[src/hw/rtl/gtf_div_pipe.sv]
// ----------------------------------------------------------------------------
// gtf_div_pipe: pipelined restoring divider
// One quotient bit per stage, a new division may enter every cycle.
// The quotient must fit in QW bits (num < den * 2**QW).
// ----------------------------------------------------------------------------
`default_nettype none

module gtf_div_pipe #(
  parameter int NW = 16,
  parameter int DW = 8,
  parameter int QW = 8,
  parameter int SW = 1
) (
  input  wire logic          clk,
  input  wire logic          rst_n,
  input  wire logic          in_vld,
  input  wire logic [NW-1:0] in_num,
  input  wire logic [DW-1:0] in_den,
  input  wire logic [SW-1:0] in_side,
  output logic               out_vld,
  output logic [QW-1:0]      out_quo,
  output logic [SW-1:0]      out_side
);

  localparam int CW = (NW > DW + QW) ? NW : DW + QW;

  logic [NW-1:0] rem_r  [QW];
  logic [DW-1:0] den_r  [QW];
  logic [QW-1:0] quo_r  [QW];
  logic [SW-1:0] side_r [QW];
  logic          vld_r  [QW];

  for (genvar s = 0; s < QW; s++) begin : g_stage
    localparam int B = QW - 1 - s;
    logic [CW-1:0] rem_i;
    logic [CW-1:0] sub_w;
    logic [DW-1:0] den_i;
    logic [QW-1:0] quo_i;
    logic [SW-1:0] side_i;
    logic          vld_i;

    if (s == 0) begin : g_first
      assign rem_i  = CW'(in_num);
      assign den_i  = in_den;
      assign quo_i  = '0;
      assign side_i = in_side;
      assign vld_i  = in_vld;
    end else begin : g_next
      assign rem_i  = CW'(rem_r[s-1]);
      assign den_i  = den_r[s-1];
      assign quo_i  = quo_r[s-1];
      assign side_i = side_r[s-1];
      assign vld_i  = vld_r[s-1];
    end

    assign sub_w = CW'(den_i) << B;

    always_ff @(posedge clk) begin
      if (!rst_n) begin
        vld_r[s] <= 1'b0;
      end else begin
        vld_r[s] <= vld_i;
      end
      den_r[s]  <= den_i;
      side_r[s] <= side_i;
      if (rem_i >= sub_w) begin
        rem_r[s] <= NW'(rem_i - sub_w);
        quo_r[s] <= quo_i | (QW'(1) << B);
      end else begin
        rem_r[s] <= NW'(rem_i);
        quo_r[s] <= quo_i;
      end
    end
  end

  assign out_vld  = vld_r[QW-1];
  assign out_quo  = quo_r[QW-1];
  assign out_side = side_r[QW-1];

endmodule

`default_nettype wire
[config.mk]
export PLATFORM = sky130hd
export DESIGN_NAME = gtf_div_pipe
export DESIGN_NICKNAME = d
export VERILOG_FILES = /design/src/hw/rtl/gtf_div_pipe.sv
export SDC_FILE = /design/constraint.sdc
export NUM_CORES = 1
export LEC_CHECK = 0
export ABC_AREA = 1
export BUFFER_PORTS_ARGS = -buffer_cell sky130_fd_sc_hd__buf_2
export CORE_UTILIZATION = 38
export CTS_CLUSTER_SIZE = 10
export DETAILED_ROUTE_END_ITERATION = 6
export GPL_TIMING_DRIVEN = 0
export HOLD_SLACK_MARGIN = 0.02
export SYNTH_ARGS = -nofsm -noshare
export SYNTH_HDL_FRONTEND = slang
export SYNTH_SLANG_ARGS = --single-unit
[constraint.sdc]
create_clock -name clk -period 1.8 [get_ports clk]
set_input_delay 0.09 -clock clk [delete_from_list [all_inputs] [get_ports clk]]
set_output_delay 0.09 -clock clk [all_outputs]
set_load 0.02 [all_outputs]
==> results.py, run 1 <==
metrics = {
    "status": {
        "status": "finished, final reports clean",
    },
    "place": {
        "place_congestion": 0.885,
        "dp_slack_ns": -0.311,
        "portBuffers": 36,
        "placed_cell_area_um2": 10500,
        "dp_cells": 1720,
        "dp.final_hpwl_um": 16000,
    },
    "yosys": {
        "syn_inst": 1354,
        "synthTopCellsByArea": "dfxtp_1 44%, nand2_1 18%, inv_1 9.1%, ha_1 8.1%, nor2_1 4.1%",
        "synth_top_area_cell": "dfxtp_1",
        "synth_common_cells": "467 x nand2_1, 240 x inv_1, 220 x dfxtp_1, 109 x nor2_1, 78 x nand3_1",
        "netlist.area_leader.share": 0.443,
        "synth.avg_cell_area_um2": 7.34,
        "synth_edf_count": 0,
        "netlist_area_um2": 9940,
        "synth-seq-cells": 220,
        "syn_nets": 1453,
        "yosysSeqAreaShare": 0.443,
        "yosys_warnings": 0,
        "synth_most_common_cell": "nand2_1",
        "synth_flop_cell": "dfxtp_1",
        "synth_cell_types": 39,
        "async_reset_ff_frac": 0,
    },
    "global_route": {
        "grt-ovfl-total": 0,
        "first_global_vias": 7971,
        "grt_usage": 0.161,
        "grt_start_max_net_pins": 13,
        "grt_pass1_wl_um": 35000,
        "antenna_found_initial": 0,
    },
    "critical_path": {
        "cp_data_arrival_time_ns": 2.18,
        "end_kind": "flop",
        "start_kind": "flop",
        "cp_data_required_time_ns": 2.21,
        "worstPathMaxFanout": 5,
        "crit_type": "flop to flop",
    },
    "detailed_routing": {
        "viasPerCell": 4.61,
        "ant_nets": 0,
        "num_vias": 8364,
        "remaining_drc_errors": 0,
        "post_drt_wl_per_cell_um": 12.5,
        "drt_iter0_drc": 325,
        "wl_um": 22600,
        "drt-pass1-iter-count": 5,
    },
    "pwr": {
        "peakVddDrop_mv": 0.831,
        "leakage_nw": 6.38,
        "powerDensity_nw_per_um2": 1650,
    },
    "clocking": {
        "clk_path_buf_depth": 3,
        "cts_tree": "done",
        "cts_sinks": 220,
        "cts-root-buf": "clkbuf_16",
        "path_clk_slew_ns": 0.05,
        "numCtsBuffers": 26,
        "clk_latency_ns": 0.52,
        "cts_max_level": 1,
    },
    "sta": {
        "finalClockSkew_ns": 0.00856,
        "fin_crit_ns": 1.77,
        "period_share": 0.984,
        "setup-tns-final_ns": 0,
        "fmax_mhz": 564,
        "final_max_slew_viol_count": 0,
        "setup_viol": 0,
        "rsz0062_at_grt": "true",
        "timing.slew.headroom": 0.714,
        "setup_ws_ns": 0.0282,
        "final_hold_viol_count": 0,
        "tightestPinTransition_ns": 0.428,
    },
    "final_layout": {
        "nets": 1578,
        "drive_gt1_frac": 0.187,
        "antenna_cells": 0,
        "register_area_um2": 4430,
        "fin_area_um2": 12700,
        "syn_to_final_growth_pct": 27.5,
        "multi_input_area_um2": 5360,
        "fillerInstances": 2383,
        "fin_cells": 1813,
    },
    "floorplan": {
        "rows": 58,
        "die_y_um": 164,
        "dieArea_um2": 26800,
        "initial_core_util": 0.391,
        "die_w_um": 164,
        "core_um2": 25400,
        "ioPinCount": 38,
    },
    "flow_run": {
        "drv_cap": 0,
    },
    "worst_hold_path": {
        "hold_path.class": "primary input to flop",
    },
}
## layout make-up
class,count,share of cell area
Clock buffer,31,0.0569
Timing Repair Buffer,95,0.0580
Multi-Input combinational cell,885,0.423
Buffer,8,0.00711
Inverter,243,0.0726
Tap cell,330,0.0326
Sequential cell,220,0.349
Clock inverter,1,0.000395
## layout by cell type, fill, tap and decap left out, drive strengths merged, types with 2 or more instances in the layout
master,n
a21boi,2
a21oi,43
buf,73
clkbuf,33
dfxtp,220
dlygate4sd3,28
fa,7
ha,64
inv,243
nand2,472
nand3,86
nand3b,5
nand4,16
nor2,116
nor3,7
nor4,2
o211ai,2
o21ai,26
o21bai,3
or2,2
xnor2,10
xor2,17
## power by group
part	switching (mW)	internal, mW
registers	0.818	6.19
clock network	1.81	2.75
logic	5.43	3.90
## critical path, cell delays in order, from the launching register on
cell and delay (ns):
dfxtp_2 0.33, inv_2 0.05, ha_4 0.16, fa_2 0.42
o21ai_4 0.22, nand2_2 0.11, nand3_4 0.09, nor2_4 0.05
buf_6 0.14, nand2_2 0.06, nand2_1 0.04
## final timing paths
path / start / endpoint / slack [ns] / cells after the start
setup / recovery: rem_r[2][4]$_DFF_P_ / rem_r[3][4]$_DFF_P_ / 0.03 / 10
hold / removal: in_num[7] / rem_r[0][7]$_DFF_P_ / 0.06 / 6
setup reg to reg: rem_r[2][4]$_DFF_P_ / rem_r[3][4]$_DFF_P_ / 0.03 / 10
hold reg to reg: quo_r[1][7]$_DFF_P_ / quo_r[1][15]$_DFF_P_ / 0.32 / 0
## what timing repair did
item,CTS,global route
pin swaps,10,40
hold endpoints to repair,33,0
resized for setup,43,161
endpoints found under the setup margin,64,86
buffers inserted,3,25
cloned,1,5
hold buffers,28,0
## sequential cells by signal (all words and copies together) (netlist names)
register / cells
rem_r: 112
den_r: 56
quo_r: 36
side_r: 8
vld_r: 8
## stage by stage
step	power [mW]	hold slack, ns	utilization
4_1_cts	19.4	0.0526	0.461
2_1_floorplan	12.7	0.118	-
3_3_place_gp	14.3	0.198	0.415
3_5_place_dp	14.4	0.197	0.415
5_1_grt	22.6	0.116	0.499
6_report	20.9	0.0615	0.499
## layer usage
metal	global-route usage	vias up	part of all wire
met4	0.0745	0	0.044
li1	-	4398	-
met5	0	-	0
met3	0.0237	67	0.029
met2	0.313	148	0.52
met1	0.168	3751	0.40
## logic make-up after synthesis
kind of cell,share of synthesized area
adders and majority gates,0.0947
xor gates and xnor gates,0.0238
and+or+nand+nor,0.294
AOI/OAI and AO/OA,0.0447
DFF,0.443
buffers and inverters,0.0995
No activity file was read; power rests on OpenSTA's default activity.
==> run 2, diff against run 1 <==
Settings changed: GPL_TIMING_DRIVEN 0 to default.
Clock period 1.8 ns to 1.7 ns, I/O delays scaled along.
==> results.py, run 2 (synthesis gave the netlist of run 1 again) <==
metrics = {
    "status": {
        "status": "finished, final reports clean",
    },
    "detailed_routing": {
        "remaining_drc_errors": 0,
        "post_drt_wl_per_cell_um": 12.3,
        "wl_um": 23300,
        "viasPerCell": 4.58,
        "num_vias": 8693,
        "drt_iter0_drc": 338,
        "ant_nets": 0,
        "drt-pass1-iter-count": 5,
    },
    "critical_path": {
        "crit_type": "flop to flop",
        "r2r-start": "rem_r[1][9]$_DFF_P_",
        "end_kind": "flop",
        "cp_data_required_time_ns": 2.16,
        "cp_data_arrival_time_ns": 2.14,
        "start_kind": "flop",
        "cp-startpoint": "rem_r[1][9]$_DFF_P_",
        "worstPathMaxFanout": 5,
    },
    "sta": {
        "final_hold_viol_count": 0,
        "tightestPinTransition_ns": 0.351,
        "fmax_mhz": 594,
        "rsz0062_at_grt": "true",
        "fin_crit_ns": 1.68,
        "timing.slew.headroom": 0.766,
        "setup_viol": 0,
        "finalClockSkew_ns": 0.0136,
        "final_max_slew_viol_count": 0,
        "hold_ws_ns": 0.206,
        "period_share": 0.991,
    },
    "pwr": {
        "power_mw": 23.3,
        "peakVddDrop_mv": 1.03,
        "powerDensity_nw_per_um2": 1730,
        "leakage_nw": 6.81,
    },
    "global_route": {
        "grt-ovfl-total": 0,
        "antenna_found_initial": 0,
        "grt_usage": 0.168,
        "grt_start_max_net_pins": 14,
        "grt_pass1_wl_um": 36800,
        "first_global_vias": 8415,
    },
    "floorplan": {
        "ioPinCount": 38,
        "dieArea_um2": 26800,
        "die_w_um": 164,
        "initial_core_util": 0.391,
        "core_um2": 25400,
        "rows": 58,
        "die_y_um": 164,
    },
    "worst_hold_path": {
        "hold_path.class": "primary input to flop",
        "holdCritStartpoint": "in_side",
    },
    "place": {
        "place_congestion": 0.873,
        "dp_cells": 1812,
        "dp.final_hpwl_um": 16500,
        "placed_cell_area_um2": 11200,
        "portBuffers": 37,
    },
    "final_layout": {
        "fin_util": 0.530,
        "fin_area_um2": 13400,
        "layout_commonest_cell": "nand2_1",
        "antenna_cells": 0,
        "fin_cells": 1899,
        "register_area_um2": 4440,
        "largest_reg_flops": 112,
        "multi_input_area_um2": 5540,
        "fillerInstances": 2322,
        "layout_common_cells": "435 x nand2_1, 226 x inv_1, 192 x dfxtp_1, 104 x buf_4, 89 x nor2_1",
        "nets": 1659,
        "largest_registers": "rem_r x112, den_r x56, quo_r x36",
        "syn_to_final_growth_pct": 35.3,
        "drive_gt1_frac": 0.252,
        "regMostFlops": "rem_r",
    },
    "clocking": {
        "cts_max_level": 1,
        "clk_path_buf_depth": 3,
        "numCtsBuffers": 27,
        "path_clk_slew_ns": 0.06,
        "clk_latency_ns": 0.52,
        "cts_sinks": 220,
        "cts-root-buf": "clkbuf_16",
        "cts_tree": "done",
    },
    "flow_run": {
        "drv_cap": 0,
    },
}
## run 2: cell types whose count changed in the layout (fill, tap and decap cells not counted), sizes merged
cell and delta:
buf +80, clkbuf +2, clkinv +2, nand2 +1, nor2 +1
## run 2: timing repair
action / 4_1_cts / 5_1_grt
pin swaps: 10 / 64
cloned: 3 / 4
gates resized for setup: 47 / 188
setup endpoints to repair: 59 / 80
buffers inserted: 2 / 12
hold endpoints to repair: 33 / 0
hold buffers: 28 / 0
## run 2: where the power goes
group / total, mW / switching [mW] / leakage, nW / internal [mW]
clock: 4.89 / 1.93 / 0.372 / 2.96
combinational: 10.9 / 6.03 / 4.59 / 4.89
sequential: 7.46 / 0.913 / 1.85 / 6.55
## run 2: final cells by class
cell class	count	area share
Clock inverter	3	0.00112
Inverter	243	0.0684
Clock buffer	35	0.0547
Tap cell	330	0.0307
Sequential cell	220	0.330
Multi-Input combinational cell	887	0.412
Timing Repair Buffer	181	0.103
## run 2: path summary, 6_finish.rpt
path / end / slack (ns) / cells after the start
worst max-delay path: rem_r[2][10]$_DFF_P_ / 0.02 / 9
worst min-delay path: side_r[0][0]$_DFF_P_ / 0.21 / 2
worst max register to register: rem_r[2][10]$_DFF_P_ / 0.02 / 9
worst min register to register: side_r[1][2]$_DFF_P_ / 0.32 / 0
## run 2: critical path, cell delays in order, from the launching register on
cell and delay, ns:
dfxtp_1 0.41, ha_4 0.24, nand2_1 0.09, nand2_1 0.10, a21oi_2 0.18, buf_4 0.15
o21bai_4 0.08, nor2_4 0.22, nand2_1 0.07, nand2_1 0.08
## run 2: layer usage
layer,global-route usage,vias up,wire length [µm]
met5,0,-,0
met2,0.326,144,12300
met4,0.0762,0,930
met1,0.178,3905,9410
met3,0.0250,76,650
li1,-,4568,-
## run 2: per-stage QoR
step	setup TNS [ns]	worst slack (ns)
after global placement	-4.29	-0.242
after floorplan	0	0.00942
after global routing	-1.37	-0.0942
after detailed placement	-5.65	-0.282
after CTS	-0.00106	-0.00106
final	0	0.0155
==> run 3, diff against run 2 <==
Settings changed: SETUP_SLACK_MARGIN from default to 0.05.
==> results.py, run 3 (synthesis gave the netlist of run 1 again) <==
metrics = {
    "place": {
        "dp_cells": 1805,
        "place_congestion": 0.880,
        "dp.final_hpwl_um": 16500,
        "portBuffers": 37,
        "placed_cell_area_um2": 11200,
        "dp_slack_ns": -0.189,
    },
    "pwr": {
        "leakage_nw": 6.90,
        "power_mw": 24.1,
        "peakVddDrop_mv": 0.916,
        "powerDensity_nw_per_um2": 1730,
    },
    "sta": {
        "fmax_mhz": 608,
        "final_max_slew_viol_count": 0,
        "setup_viol": 0,
        "hold_ws_ns": 0.211,
        "finalClockSkew_ns": 0.0193,
        "fin_crit_ns": 1.64,
        "final_hold_viol_count": 0,
        "timing.slew.headroom": 0.762,
        "period_share": 0.968,
        "tightestPinTransition_ns": 0.357,
        "rsz0062_at_grt": "true",
        "setup-tns-final_ns": 0,
        "setup_ws_ns": 0.0550,
    },
    "clocking": {
        "cts_tree": "done",
        "path_clk_slew_ns": 0.06,
        "clk_path_buf_depth": 3,
        "numCtsBuffers": 26,
        "cts_max_level": 1,
        "cts-root-buf": "clkbuf_16",
        "cts_sinks": 220,
        "clk_latency_ns": 0.53,
    },
    "final_layout": {
        "fin_util": 0.548,
        "syn_to_final_growth_pct": 40.1,
        "largest_reg_flops": 112,
        "regMostFlops": "rem_r",
        "fin_area_um2": 13900,
        "layout_common_cells": "386 x nand2_1, 211 x inv_1, 172 x dfxtp_1, 110 x buf_4, 84 x nor2_1",
        "nets": 1667,
        "drive_gt1_frac": 0.316,
        "layout_commonest_cell": "nand2_1",
        "antenna_cells": 0,
        "fin_cells": 1903,
        "largest_registers": "rem_r x112, den_r x56, quo_r x36",
    },
    "floorplan": {
        "dieArea_um2": 26800,
        "ioPinCount": 38,
        "die_y_um": 164,
        "rows": 58,
        "initial_core_util": 0.391,
        "die_w_um": 164,
        "core_um2": 25400,
    },
    "status": {
        "status": "finished, final reports clean",
    },
    "critical_path": {
        "crit_type": "flop to flop",
        "cp_data_required_time_ns": 2.15,
        "worstPathMaxFanout": 5,
        "end_kind": "flop",
        "start_kind": "flop",
        "cp_data_arrival_time_ns": 2.10,
    },
    "detailed_routing": {
        "drt_iter0_drc": 377,
        "ant_nets": 0,
        "remaining_drc_errors": 0,
        "num_vias": 8721,
        "post_drt_wl_per_cell_um": 12.8,
        "wl_um": 24300,
        "drt-pass1-iter-count": 7,
        "viasPerCell": 4.58,
    },
    "global_route": {
        "first_global_vias": 8479,
        "grt-ovfl-total": 0,
        "grt_usage": 0.175,
        "grt_pass1_wl_um": 38100,
        "grt_start_max_net_pins": 14,
        "antenna_found_initial": 0,
    },
    "worst_hold_path": {
        "hold_path.class": "primary input to flop",
    },
    "flow_run": {
        "drv_cap": 0,
    },
}
==> run 3: final cells by class <==
cell class,count,area [µm²]
flip-flops and latches,220,4460
fillers,2257,11500
clock inverters,2,21.3
inverters,243,930
well taps,330,413
multi-input cells,887,5900
repair buffers,190,1500
clock buffers,31,689
==> run 3: power breakdown <==
| part | total (mW) | switching, mW | internal (mW) | leakage (nW) |
|---|---|---|---|---|
| sequential | 7.52 | 0.945 | 6.57 | 1.85 |
| combinational | 11.8 | 6.49 | 5.28 | 4.70 |
| clock | 4.77 | 1.97 | 2.81 | 0.349 |
==> run 3: timing repair <==
item	in CTS	in global routing
endpoints found under the setup margin	73	84
pin swaps	25	117
gates resized for setup	108	252
cloned	6	2
setup buffers	3	25
endpoints found under the hold margin	33	0
hold buffers	29	0
==> run 3: path summary, 6_finish.rpt <==
path	start	to	slack, ns	depth (start not counted)
worst min register to register	quo_r[0][21]$_DFF_P_	quo_r[0][29]$_DFF_P_	0.31	0
worst min-delay path	in_side	side_r[0][0]$_DFF_P_	0.21	2
worst max-delay path	den_r[0][23]$_DFF_P_	rem_r[3][13]$_DFF_P_	0.06	9
worst max register to register	den_r[0][23]$_DFF_P_	rem_r[3][13]$_DFF_P_	0.06	9
==> run 3: routing by layer <==
layer / up-vias / share of wire / track usage
met5: - / 0 / 0
met4: 0 / 0.032 / 0.0623
met3: 52 / 0.026 / 0.0237
met2: 125 / 0.54 / 0.343
met1: 3972 / 0.40 / 0.188
li1: 4572 / - / -
==> run 3: critical path: stages (launching register included) <==
cell	delay, ns
dfxtp_1	0.36
inv_1	0.08
ha_4	0.30
buf_4	0.14
nand2_1	0.06
nor2_2	0.16
nand3_1	0.17
nand3_1	0.13
nand2_1	0.05
a21oi_1	0.12
